--- src/rtl/core/itum_pkg.sv ---
`timescale 1ns / 1ps
// ----------------------------------------------------------------------------
// itum_pkg: shared types and constants for the timestamp-to-millis unit
// Field layout, status codes, conversion constants and the record that
// travels from the character parser to the conversion pipeline.
// ----------------------------------------------------------------------------
package itum_pkg;

    // text layout
    localparam int FIELDS    = 6;
    localparam int FLD_W     = 14;
    localparam int FIELD_MAX = 9999;
    localparam int MIN_LEN   = 19;
    localparam int SEP_POS   = 10;
    localparam int POS_MAX   = 31;

    // start offset of each decimal field: year, month, day, hour, minute, second
    localparam logic [FIELDS-1:0][4:0] FIELD_OFS = {5'd17, 5'd14, 5'd11, 5'd8, 5'd5, 5'd0};

    // field slots
    localparam int F_YEAR = 0;
    localparam int F_MON  = 1;
    localparam int F_DAY  = 2;
    localparam int F_HOUR = 3;
    localparam int F_MIN  = 4;
    localparam int F_SEC  = 5;

    // characters
    localparam logic [7:0] CH_NUL   = 8'h00;
    localparam logic [7:0] CH_ZERO  = 8'h30;
    localparam logic [7:0] CH_NINE  = 8'h39;
    localparam logic [7:0] CH_SPACE = 8'h20;
    localparam logic [7:0] CH_T     = 8'h54;

    // parse status codes
    localparam logic [1:0] ST_OK    = 2'd0;
    localparam logic [1:0] ST_SHORT = 2'd1;
    localparam logic [1:0] ST_BADSEP = 2'd2;

    // conversion constants
    localparam int EPOCH_DAYS   = 719561;
    localparam int SECS_PER_DAY = 86400;
    localparam int MS_PER_SEC   = 1000;
    localparam int SECS_PER_HR  = 3600;
    localparam int SECS_PER_MIN = 60;

    // reciprocals: x/100 = (x*5243)>>19 for x < 43699,
    // (3x)/5 = (x*157287)>>18 for 3x < 65536
    localparam int RECIP100    = 5243;
    localparam int RECIP100_SH = 19;
    localparam int RECIP3D5    = 157287;
    localparam int RECIP3D5_SH = 18;

    // parser-to-converter queue
    localparam int QUEUE_DEPTH = 2;

    typedef struct packed {
        logic [FIELDS-1:0][FLD_W-1:0] fld;
        logic [1:0]                   status;
    } t_rec;

endpackage

--- src/rtl/core/itum_front.sv ---
`timescale 1ns / 1ps
// ----------------------------------------------------------------------------
// itum_front: character parser
// Takes one character per item, accumulates the six decimal fields and the
// separator, and on the last character emits one record with a status.
// ----------------------------------------------------------------------------
module itum_front (
    input  logic              i_clk,
    input  logic              i_rst_n,
    input  logic              i_take,
    input  logic [7:0]        i_char_byte,
    input  logic              i_last_char,
    output logic              o_wr,
    output itum_pkg::t_rec    o_rec
);

    // one digit step with saturation at the field maximum
    function automatic logic [itum_pkg::FLD_W-1:0] f_acc_step(
        input logic [itum_pkg::FLD_W-1:0] a,
        input logic [3:0]                 d
    );
        logic [16:0] v;
        v = 17'(a) * 17'd10 + 17'(d);
        return (v > 17'(itum_pkg::FIELD_MAX)) ? itum_pkg::FLD_W'(itum_pkg::FIELD_MAX)
                                              : v[itum_pkg::FLD_W-1:0];
    endfunction

    logic [4:0]                                     r_pos, n_pos;
    logic                                           r_ended, n_ended;
    logic [itum_pkg::FIELDS-1:0][itum_pkg::FLD_W-1:0] r_acc, n_acc;
    logic [itum_pkg::FIELDS-1:0]                    r_rd, n_rd;
    logic [7:0]                                     r_sep, n_sep;

    logic       digit;
    logic [3:0] dv;

    assign digit = (i_char_byte >= itum_pkg::CH_ZERO) && (i_char_byte <= itum_pkg::CH_NINE);
    assign dv    = digit ? 4'(i_char_byte - itum_pkg::CH_ZERO) : 4'd0;

    // next parser state for the item on the port
    always_comb begin
        n_pos   = r_pos;
        n_ended = r_ended;
        n_acc   = r_acc;
        n_rd    = r_rd;
        n_sep   = r_sep;
        if (i_take && !r_ended) begin
            if (i_char_byte == itum_pkg::CH_NUL) begin
                n_ended = 1'b1;
            end else begin
                for (int i = 0; i < itum_pkg::FIELDS; i++) begin
                    if (r_pos == itum_pkg::FIELD_OFS[i]) begin
                        n_acc[i] = itum_pkg::FLD_W'(dv);
                        n_rd[i]  = digit;
                    end else if (r_rd[i]) begin
                        if (digit) begin
                            n_acc[i] = f_acc_step(r_acc[i], dv);
                        end else begin
                            n_rd[i] = 1'b0;
                        end
                    end
                end
                if (r_pos == 5'(itum_pkg::SEP_POS)) begin
                    n_sep = i_char_byte;
                end
                if (r_pos < 5'(itum_pkg::POS_MAX)) begin
                    n_pos = r_pos + 5'd1;
                end
            end
        end
    end

    // record for the converter, built from the updated state
    always_comb begin
        o_rec.fld = n_acc;
        if (n_pos < 5'(itum_pkg::MIN_LEN)) begin
            o_rec.status = itum_pkg::ST_SHORT;
        end else if (n_sep != itum_pkg::CH_SPACE && n_sep != itum_pkg::CH_T) begin
            o_rec.status = itum_pkg::ST_BADSEP;
        end else begin
            o_rec.status = itum_pkg::ST_OK;
        end
    end

    assign o_wr = i_take && i_last_char;

    // state registers, cleared after each finished string
    always_ff @(posedge i_clk) begin
        if (!i_rst_n || o_wr) begin
            r_pos   <= '0;
            r_ended <= 1'b0;
            r_acc   <= '0;
            r_rd    <= '0;
            r_sep   <= '0;
        end else begin
            r_pos   <= n_pos;
            r_ended <= n_ended;
            r_acc   <= n_acc;
            r_rd    <= n_rd;
            r_sep   <= n_sep;
        end
    end

endmodule

--- src/rtl/core/itum_queue.sv ---
`timescale 1ns / 1ps
// ----------------------------------------------------------------------------
// itum_queue: short record queue
// Holds parsed records between the parser and the conversion pipeline so
// that each side can stall on its own.
// ----------------------------------------------------------------------------
module itum_queue (
    input  logic              i_clk,
    input  logic              i_rst_n,
    input  logic              i_wr,
    input  itum_pkg::t_rec    i_wdata,
    output logic              o_full,
    input  logic              i_rd,
    output logic              o_valid,
    output itum_pkg::t_rec    o_rdata
);

    localparam int AW = (itum_pkg::QUEUE_DEPTH > 1) ? $clog2(itum_pkg::QUEUE_DEPTH) : 1;
    localparam int CW = $clog2(itum_pkg::QUEUE_DEPTH + 1);

    itum_pkg::t_rec r_mem [itum_pkg::QUEUE_DEPTH];
    logic [AW-1:0]  r_wptr, r_rptr;
    logic [CW-1:0]  r_cnt;

    assign o_full  = (r_cnt == CW'(itum_pkg::QUEUE_DEPTH));
    assign o_valid = (r_cnt != '0);
    assign o_rdata = r_mem[r_rptr];

    // pointer advance with wrap
    function automatic logic [AW-1:0] f_next(input logic [AW-1:0] p);
        return (p == AW'(itum_pkg::QUEUE_DEPTH - 1)) ? '0 : p + AW'(1);
    endfunction

    // storage
    always_ff @(posedge i_clk) begin
        if (i_wr) begin
            r_mem[r_wptr] <= i_wdata;
        end
    end

    // pointers and fill count
    always_ff @(posedge i_clk) begin
        if (!i_rst_n) begin
            r_wptr <= '0;
            r_rptr <= '0;
            r_cnt  <= '0;
        end else begin
            if (i_wr) begin
                r_wptr <= f_next(r_wptr);
            end
            if (i_rd) begin
                r_rptr <= f_next(r_rptr);
            end
            r_cnt <= r_cnt + CW'(i_wr) - CW'(i_rd);
        end
    end

    // checks
    a_no_overflow: assert property (@(posedge i_clk) disable iff (!i_rst_n)
        !(i_wr && o_full))
        else $error("write into full record queue");

    a_no_underflow: assert property (@(posedge i_clk) disable iff (!i_rst_n)
        !(i_rd && !o_valid))
        else $error("read from empty record queue");

    a_cnt_range: assert property (@(posedge i_clk) disable iff (!i_rst_n)
        r_cnt <= CW'(itum_pkg::QUEUE_DEPTH))
        else $error("record queue count out of range");

    a_cnt_track: assert property (@(posedge i_clk) disable iff (!i_rst_n)
        (i_wr && !i_rd) |=> (r_cnt == $past(r_cnt) + CW'(1)))
        else $error("record queue count did not follow a write");

endmodule

--- src/rtl/core/itum_back.sv ---
`timescale 1ns / 1ps
// ----------------------------------------------------------------------------
// itum_back: days-from-civil conversion pipeline
// Six stages from a parsed record to Unix milliseconds; the last stage is
// the result register. All stages move together when the result register
// is free or being taken.
// ----------------------------------------------------------------------------
module itum_back (
    input  logic              i_clk,
    input  logic              i_rst_n,
    input  logic              i_valid,
    input  itum_pkg::t_rec    i_rec,
    output logic              o_rd,
    output logic              o_valid,
    input  logic              i_pop,
    output logic [48:0]       o_unix_millis,
    output logic [1:0]        o_parse_status
);

    localparam int FW = itum_pkg::FLD_W;

    logic       adv;
    logic [5:0] r_vld;

    // stage 1: month shift
    logic signed [FW:0] r_y1;
    logic [FW-1:0]      r_yp1, r_m1, r_d1, r_h1, r_mi1, r_s1;
    logic [1:0]         r_st1;
    // stage 2: constant products
    logic [23:0]        r_y365;
    logic [26:0]        r_p100;
    logic [24:0]        r_p400;
    logic [11:0]        r_q4;
    logic [18:0]        r_m30;
    logic [30:0]        r_p5;
    logic [FW-1:0]      r_d2;
    logic [25:0]        r_tod2;
    logic [1:0]         r_st2;
    // stage 3: day count
    logic [23:0]        r_days;
    logic [25:0]        r_tod3;
    logic [1:0]         r_st3;
    // stage 4: seconds of the day count
    logic [40:0]        r_sd;
    logic [25:0]        r_tod4;
    logic [1:0]         r_st4;
    // stage 5: total seconds
    logic [40:0]        r_t;
    logic [1:0]         r_st5;
    // stage 6: result register
    logic [48:0]        r_ms;
    logic [1:0]         r_st6;

    logic [FW-1:0]      y_in, m_in;
    logic signed [FW:0] n_y1;
    logic [FW-1:0]      n_m1;
    logic [23:0]        n_days;
    logic [40:0]        n_t;
    logic [50:0]        n_ms;

    assign adv     = !r_vld[5] || i_pop;
    assign o_rd    = adv && i_valid;
    assign o_valid = r_vld[5];
    assign o_unix_millis  = r_ms;
    assign o_parse_status = r_st6;

    // months 1 and 2 count as 13 and 14 of the previous year
    assign y_in = i_rec.fld[itum_pkg::F_YEAR];
    assign m_in = i_rec.fld[itum_pkg::F_MON];
    always_comb begin
        if (m_in <= FW'(2)) begin
            n_y1 = $signed({1'b0, y_in}) - (FW+1)'(1);
            n_m1 = m_in + FW'(12);
        end else begin
            n_y1 = $signed({1'b0, y_in});
            n_m1 = m_in;
        end
    end

    // day count, two's complement modulo 2^24
    assign n_days = r_y365 + 24'(r_q4)
                  - 24'(r_p100[26:itum_pkg::RECIP100_SH])
                  + 24'(r_p400[24:itum_pkg::RECIP100_SH])
                  + 24'(r_m30) + 24'(r_p5[30:itum_pkg::RECIP3D5_SH]) + 24'(r_d2)
                  - 24'(itum_pkg::EPOCH_DAYS);

    // total seconds, minus one second reads as zero
    always_comb begin
        n_t = r_sd + 41'(r_tod4);
        if (n_t == '1) begin
            n_t = '0;
        end
    end

    assign n_ms = 51'($signed(r_t)) * 51'(itum_pkg::MS_PER_SEC);

    // stage valids
    always_ff @(posedge i_clk) begin
        if (!i_rst_n) begin
            r_vld <= '0;
        end else if (adv) begin
            r_vld <= {r_vld[4:0], i_valid};
        end
    end

    // datapath
    always_ff @(posedge i_clk) begin
        if (adv) begin
            // stage 1
            r_y1  <= n_y1;
            r_yp1 <= n_y1[FW] ? '0 : n_y1[FW-1:0];
            r_m1  <= n_m1;
            r_d1  <= i_rec.fld[itum_pkg::F_DAY];
            r_h1  <= i_rec.fld[itum_pkg::F_HOUR];
            r_mi1 <= i_rec.fld[itum_pkg::F_MIN];
            r_s1  <= i_rec.fld[itum_pkg::F_SEC];
            r_st1 <= i_rec.status;
            // stage 2
            r_y365 <= 24'(r_y1) * 24'd365;
            r_p100 <= 27'(r_yp1) * 27'(itum_pkg::RECIP100);
            r_p400 <= 25'(r_yp1[FW-1:2]) * 25'(itum_pkg::RECIP100);
            r_q4   <= r_yp1[FW-1:2];
            r_m30  <= 19'(r_m1) * 19'd30;
            r_p5   <= 31'(15'(r_m1) + 15'd1) * 31'(itum_pkg::RECIP3D5);
            r_d2   <= r_d1;
            r_tod2 <= 26'(r_h1) * 26'(itum_pkg::SECS_PER_HR)
                    + 26'(r_mi1) * 26'(itum_pkg::SECS_PER_MIN) + 26'(r_s1);
            r_st2  <= r_st1;
            // stage 3
            r_days <= n_days;
            r_tod3 <= r_tod2;
            r_st3  <= r_st2;
            // stage 4
            r_sd   <= 41'($signed(r_days)) * 41'(itum_pkg::SECS_PER_DAY);
            r_tod4 <= r_tod3;
            r_st4  <= r_st3;
            // stage 5
            r_t    <= n_t;
            r_st5  <= r_st4;
            // stage 6
            r_ms   <= (r_st5 == itum_pkg::ST_OK) ? n_ms[48:0] : '0;
            r_st6  <= r_st5;
        end
    end

endmodule

--- src/rtl/core/iso_timestamp_to_unix_millis_unit.sv ---
`timescale 1ns / 1ps
// ----------------------------------------------------------------------------
// iso_timestamp_to_unix_millis_unit: text timestamp to Unix milliseconds
// Parses "YYYY-MM-DD?HH:MM:SS" one character per item and gives one result
// item, milliseconds since 1970-01-01 plus a status, per string.
//
//  Channel  | Handshake           | Payload
//  ---------+---------------------+--------------------------------------
//  input    | push / full         | i_char_byte[7:0], i_last_char
//  result   | empty / pop         | o_unix_millis[48:0], o_parse_status[1:0]
//
// One character is taken every cycle while full is low; the parser holds no stall of its own.
// A string's record enters the queue at the edge that accepts its last
// character, then moves into the first conversion stage and on through the
// pipeline to the sixth stage, the result register.
// full rises only when the two-entry record queue is full, i.e. when the
// result side has stalled long enough to back up the conversion pipeline.
// Reset (synchronous, active low) clears the parser, the queue and all
// stage valids; no clearing pass is needed.
// ----------------------------------------------------------------------------
module iso_timestamp_to_unix_millis_unit (
    input  logic        i_clk,
    input  logic        i_rst_n,
    input  logic        push,
    output logic        full,
    input  logic [7:0]  i_char_byte,
    input  logic        i_last_char,
    output logic        empty,
    input  logic        pop,
    output logic [48:0] o_unix_millis,
    output logic [1:0]  o_parse_status
);

    logic           take;
    logic           q_wr, q_rd, q_valid, b_valid;
    itum_pkg::t_rec q_wdata, q_rdata;

    assign take  = push && !full;
    assign empty = !b_valid;

    // character parser
    itum_front u_front (
        .i_clk       (i_clk),
        .i_rst_n     (i_rst_n),
        .i_take      (take),
        .i_char_byte (i_char_byte),
        .i_last_char (i_last_char),
        .o_wr        (q_wr),
        .o_rec       (q_wdata)
    );

    // record queue between parser and converter
    itum_queue u_queue (
        .i_clk   (i_clk),
        .i_rst_n (i_rst_n),
        .i_wr    (q_wr),
        .i_wdata (q_wdata),
        .o_full  (full),
        .i_rd    (q_rd),
        .o_valid (q_valid),
        .o_rdata (q_rdata)
    );

    // conversion pipeline and result register
    itum_back u_back (
        .i_clk          (i_clk),
        .i_rst_n        (i_rst_n),
        .i_valid        (q_valid),
        .i_rec          (q_rdata),
        .o_rd           (q_rd),
        .o_valid        (b_valid),
        .i_pop          (pop),
        .o_unix_millis  (o_unix_millis),
        .o_parse_status (o_parse_status)
    );

endmodule
--- config.mk ---
export PLATFORM = sky130hd
export DESIGN_NAME = iso_timestamp_to_unix_millis_unit
export DESIGN_NICKNAME = d
export VERILOG_FILES = /design/src/rtl/core/itum_pkg.sv /design/src/rtl/core/itum_front.sv /design/src/rtl/core/itum_queue.sv /design/src/rtl/core/itum_back.sv /design/src/rtl/core/iso_timestamp_to_unix_millis_unit.sv
export SDC_FILE = /design/constraint.sdc
export NUM_CORES = 2
export LEC_CHECK = 0
export BUFFER_PORTS_ARGS = -buffer_cell sky130_fd_sc_hd__buf_4
export CAP_MARGIN = 20
export CORE_MARGIN = 5
export CORE_UTILIZATION = 55
export CTS_BUF_LIST = sky130_fd_sc_hd__clkbuf_2 sky130_fd_sc_hd__clkbuf_4 sky130_fd_sc_hd__clkbuf_8
export DETAILED_ROUTE_END_ITERATION = 7
export GPL_ROUTABILITY_DRIVEN = 0
export PLACE_DENSITY = 0.71
export SYNTH_ARGS = -nofsm -noshare
export SYNTH_HDL_FRONTEND = slang
export SYNTH_SLANG_ARGS = --single-unit
--- constraint.sdc ---
create_clock -name i_clk -period 15.58 [get_ports i_clk]
set_input_delay 3.116 -clock i_clk [delete_from_list [all_inputs] [get_ports i_clk]]
set_output_delay 3.116 -clock i_clk [all_outputs]
set_load 0.01 [all_outputs]
=== Word-level counts from Yosys, hierarchy flattened ===
Memories as Yosys holds them, arrays and structs flattened. A register that Yosys moved wholly into a read port is not among the register bits.
Index checks and enable logic that the tools add are counted.

* Flip-flop bits (word level): 602
* RAM bits: 172
* Output and inout port bits: 53
* Logic and storage cells: 179
* Memories kept: 1

{| class="wikitable"
|+ Memories
! memory !! depth !! bits a word !! read ports !! clocked after memory_dff !! write ports !! RTL line !! source
|-
| u_queue.r_mem || 2 || 86 || 1 || 1 || 1 || itum_queue.sv:21 || <nowiki>itum_pkg::t_rec r_mem [itum_pkg::QUEUE_DEPTH];</nowiki>
|}

* $add $sub $neg: 25
* Multipliers: 15
* Magnitude comparators: 11
* Equal/unequal tests: 10
* Muxes and demuxes: 56
* Bitwise gates (word level): 1
* Reductions and logical operators: 18

{| class="wikitable"
|+ Operators by type and width
! operator !! number
|-
| two-way mux 14 bit || 25
|-
| two-way mux 84 bit || 2
|-
| adder 17 x 4 -> 17 bit || 6
|-
| > comparator 17 x 14 -> 1 bit, second input constant || 6
|-
| multiplier 14 x 3 -> 16 bit, second input constant || 6
|-
| multiplier 41 x 8 -> 46 bit, second input constant || 1
|-
| adder 41 x 26 -> 41 bit || 1
|-
| equality test 41 bit, second input constant || 1
|-
| multiplier 14 x 4 -> 18 bit, second input constant || 2
|-
| multiplier 24 x 11 -> 34 bit, second input constant || 1
|-
| multiplier 31 x 18 -> 31 bit, second input constant || 1
|-
| multiplier 14 x 13 -> 27 bit, second input constant || 1
|-
| adder 26 x 14 -> 26 bit || 1
|-
| adder 26 x 20 -> 26 bit || 1
|-
| multiplier 12 x 13 -> 25 bit, second input constant || 1
|-
| adder 24 x 12 -> 24 bit || 1
|-
| adder 24 x 13 -> 24 bit || 1
|-
| adder 24 x 14 -> 24 bit || 1
|-
| adder 24 x 19 -> 24 bit || 1
|-
| adder 24 x 6 -> 24 bit || 1
|-
| multiplier 15 x 10 -> 24 bit, second input constant || 1
|-
| two-way mux 8 bit || 3
|-
| subtractor 24 x 20 -> 24 bit, second input constant || 1
|-
| subtractor 24 x 8 -> 24 bit || 1
|-
| 33 further kinds || 69
|}

=== Logic depth before layout (Yosys ltp) ===
* Depth after elaboration: 11
* Mapped depth: 29
* Mapped depth without buffers: 29

=== Cells and area by module ===
From an unflattened synthesis, not the netlist that was laid out.

* Cell total of the unflattened synthesis: 5892
* Area, all modules: 65365.2 sq um

{| class="wikitable"
|+ Modules (own cells, without submodules)
! module !! times used !! cells an instance !! area each (sq um) !! seq. area each (sq um)
|-
| itum_back || 1 || 3997 || 46340.7 || 13002.5
|-
| itum_front || 1 || 1604 || 12369.4 || 2082.0
|-
| itum_queue || 1 || 289 || 6637.6 || 5265.0
|-
| iso_timestamp_to_unix_millis_unit || 1 || 2 || 17.5 || 0.0
|}

=== Least setup slack after synthesis ===
Ideal clock, no wire load.

* Path type: input to register
* Start: input port pop
* End: register u_queue.r_cnt[1]
* Library setup time: 115 ps
* Data arrival time: 14301 ps
* Required time: 15465 ps
* Path slack: 1164 ps
* Cell stages on the path: 10
* Buffers on the path: 0
* Path through: nor2_1 -> inv_1 -> o21ai_0 -> inv_1 -> ha_1 -> inv_1 -> ha_1 -> xnor2_1 -> xnor2_1 -> and2_1

* Longest elaborated chain between the ends: 3

{| class="wikitable"
|+ RTL lines
! element !! RTL line !! source
|-
| start: declaration || iso_timestamp_to_unix_millis_unit.sv:29 || <nowiki>input logic pop,</nowiki>
|-
| logical OR 1 bit || itum_back.sv:61 || <nowiki>assign adv = !r_vld[5] || i_pop;</nowiki>
|-
| via u_back.adv || itum_back.sv:22 || <nowiki>logic adv;</nowiki>
|-
| logical AND 1 bit || itum_back.sv:62 || <nowiki>assign o_rd = adv && i_valid;</nowiki>
|-
| via q_rd || iso_timestamp_to_unix_millis_unit.sv:35 || <nowiki>logic q_wr, q_rd, q_valid, b_valid;</nowiki>
|-
| subtractor 2 x 1 -> 2 bit || itum_queue.sv:54 || <nowiki>r_cnt <= r_cnt + CW'(i_wr) - CW'(i_rd);</nowiki>
|-
| end signal: assignment || itum_queue.sv:54 ||
|-
| end: declaration || itum_queue.sv:23 || <nowiki>logic [CW-1:0] r_cnt;</nowiki>
|}

The timed path passes the listed nets, and every way through them passes these cells.
A chain may end at the register's enable or synchronous reset.

=== Final worst setup path ===
* Start: register u_back.r_m1[2]
* End: register u_back.r_p5[30] (data pin)

* Longest elaborated chain between the ends: 2

{| class="wikitable"
|+ RTL lines
! element !! RTL line !! source
|-
| start: declaration || itum_back.sv:27 || <nowiki>logic [FW-1:0] r_yp1, r_m1, r_d1, r_h1, r_mi1, r_s1;</nowiki>
|-
| start signal: assignment || itum_back.sv:112 || <nowiki>r_m1 <= n_m1;</nowiki>
|-
| adder 14 x 1 -> 15 bit || itum_back.sv:124 || <nowiki>r_p5 <= 31'(15'(r_m1) + 15'd1) * 31'(itum_pkg::RECIP3D5);</nowiki>
|-
| multiplier 31 x 18 -> 31 bit || itum_back.sv:124 ||
|-
| end signal: assignment || itum_back.sv:124 ||
|-
| end: declaration || itum_back.sv:35 || <nowiki>logic [30:0] r_p5;</nowiki>
|}

Every way passes these cells.

==> metrics.yaml <==
timing:
  finClkSkew_ns: 0.0374
  rsz0062_at_grt: "no"
  fmax_mhz: 128
  hold_viol: 0
  fin_setup_tns_ns: 0
  post-route-min-period_ns: 7.81
  slew_headroom_pct: 27.3
  fin_ws_ns: 7.77
  worstMarginPinSlew_ns: 1.09
  fin_crit_sh_pct: 50.2
  setup_viol: 0
  slew_violations: 0
critical_path:
  path_max_fanout: 8
  worstPathRequired_ns: 16.11
  r2r_cells: 26
  cpPeakStageDelay_ns: 0.59
  startpoint: "u_back.r_m1[2]"
  end_kind: "flip-flop"
  r2r_slack_ns: 7.77
  start_kind: "flip-flop"
  path_buf_inv: 3
  critPathTopFamily: "adder cells"
  crit_top_cell: "fa_1"
  cp.arrival_ns: 8.34
  critPathSlowestCell: "edfxtp_1"
  r2r-end: "u_back.r_p5[30]"
  path_class: "reg2reg"
  r2r_start: "u_back.r_m1[2]"
route:
  top_layer_used: "met5"
  drc_errors: 0
  drt-met1-wl_um: 57200
  drt-initial-drc-count: 2242
  vias_per_cell: 5.58
  drt-total-wl_um: 131000
  vias: 42200
  wl_met3_um: 6200
  wl_met2_um: 63300
  first_pass_iters: 5
  wl_per_cell_um: 17.2
  postRouteAntennaNets: 0
floorplanning:
  start_util_pct: 55.4
  coreArea_sq_um: 116000
  die_h_um: 352
  rows: 125
  die_w_um: 352
  pin_count: 66
  die_area_sq_um: 124000
min_path:
  hold_depth: 0
  hp-start: "u_back.r_tod2[16]"
  holdPathEnd: "u_back.r_tod3[16]"
  hold_class: "reg2reg"
cts:
  cts_sinks: 716
  cts.clk_slew.worst_paths_ns: 0.07
  cts_buffers: 118
  clk_latency_ns: 0.78
  ctsResizeCount: 0
  cts_tree: "done"
  cts.path.max_buffers: 3
  cts-root-buf: "clkbuf_8"
  post_cts_buffers: 0
  postCtsHoldBufs: 0
  h-tree-depth: 3
yosys:
  synth_edf_count: 601
  async_flop_share_pct: 0
  ys_seq_area_share_pct: 31.6
  synth_cells: 5821
  synth.cell_area_sq_um: 64500
  ys_ff_latch: 716
  ys_types: 91
  synth_warnings: 0
  synth.avg_cell_area_sq_um: 11.1
  synthFlopType: "edfxtp_1"
layout:
  layout_common_cells: "ha_1 (962), inv_1 (900), fa_1 (602)"
  syn_to_final_growth_pct: 7.54
  nFillCells: 9506
  layout_commonest_cell: "ha_1"
  design_area_sq_um: 69300
  finish.net_count: 7522
  drive_above_1_share_pct: 6.82
global_routing:
  grt_max_degree: 181
  grt_pass1_wl_um: 219000
  grt_pass1_vias: 44100
  grt_usage_pct: 21.2
  grt_overflow: 0
  antenna_found_initial: 4
placed_design:
  dp_hpwl_um: 104000
  pre_cts_ws_ns: 7.26
  port_buffers: 62
  place_area_sq_um: 66800
run_status:
  status: "finished, final reports clean"
flow_run:
  cap_viol_max_count: 0
cells by family (layout without fill, tap and decap cells):
kind of cell | after synthesis | after routing | share of synthesized area (%)
compound gates | 950 | 950 | 9.85
simple gates | 1148 | 1148 | 8.89
fa+ha+maj | 1565 | 1565 | 37.4
flops | 716 | 716 | 31.6
buf+inv | 982 | 1203 | 5.75
xor+xnor | 356 | 356 | 4.84
other cells | 1 | 6 | 0.00582
mux | 103 | 103 | 1.74
sequential cells by signal, summed over array words and instances, names as in the netlist, 15 cells and up, named ones only:
signal,cells
u_back.r_sd,34
u_back.r_m30,18
u_back.r_tod2,26
u_back.r_tod3,26
u_back.r_days,24
u_front.r_acc,84
u_queue.r_mem,172
u_back.r_t,41
u_back.r_y1,15
u_back.r_y365,24
u_back.r_tod4,26
u_back.o_unix_millis,46
metal layers:
metal	up-vias	track usage, %
li1	20500	-
met4	2	6.14
met2	900	36.7
met1	20600	28.1
met5	-	0
met3	228	3.00
worst max path at each step:
stage	slack (ns)	end	cells after the start
floorplan	1.16	u_queue.r_cnt[1]	10
detailed placement	7.26	u_queue.r_mem[1][10]	19
global route	7.29	u_back.r_p5[30]	26
CTS	7.72	u_back.r_p5[30]	26
finish	7.77	u_back.r_p5[30]	26
global placement	7.36	u_queue.r_mem[0][10]	19
synth_stat cells (all sizes together) (66+ instances only):
cell type  number  share of area (%)
o21a           69               0.80
clkbuf         66               0.38
inv           901                5.2
xor2          123                1.7
and2           76               0.74
fa            602                 19
nor2          314                1.8
nor2b          67               0.65
nor3          116               0.92
nand3          78               0.61
mux2           73                1.3
a21oi         248                1.9
a21o           98                1.1
ha            962                 19
dfxtp         115                3.6
edfxtp        601                 28
o21ai         175                1.4
xnor2         233                3.2
nand2         226                1.3
cell type report:
class                           instances  area [sq um]  share of cell area [%]
Antenna cell                            3          7.51                  0.0108
Clock buffer                          145          1860                    2.69
Clock inverter                         74           709                    1.02
Inverter                              901          3390                    4.89
Multi-Input combinational cell       4125         40500                    58.4
Sequential cell                       716         20400                    29.4
Tap cell                             1524          1910                    2.75
Timing Repair Buffer                   83           636                   0.917
per-stage QoR:
step	utilization, %	hold WS, ns	std cells
3_5_place_dp	57.4	0.405	7349
2_1_floorplan	-	0.400	5823
3_3_place_gp	57.4	0.400	7349
5_1_grt	59.6	0.415	7571
6_report	59.6	0.408	7571
4_1_cts	59.6	0.411	7568
Power is left out: the tool's default activity adds up to more than one toggle a clock period on the data nets, which glitch-free logic cannot reach.
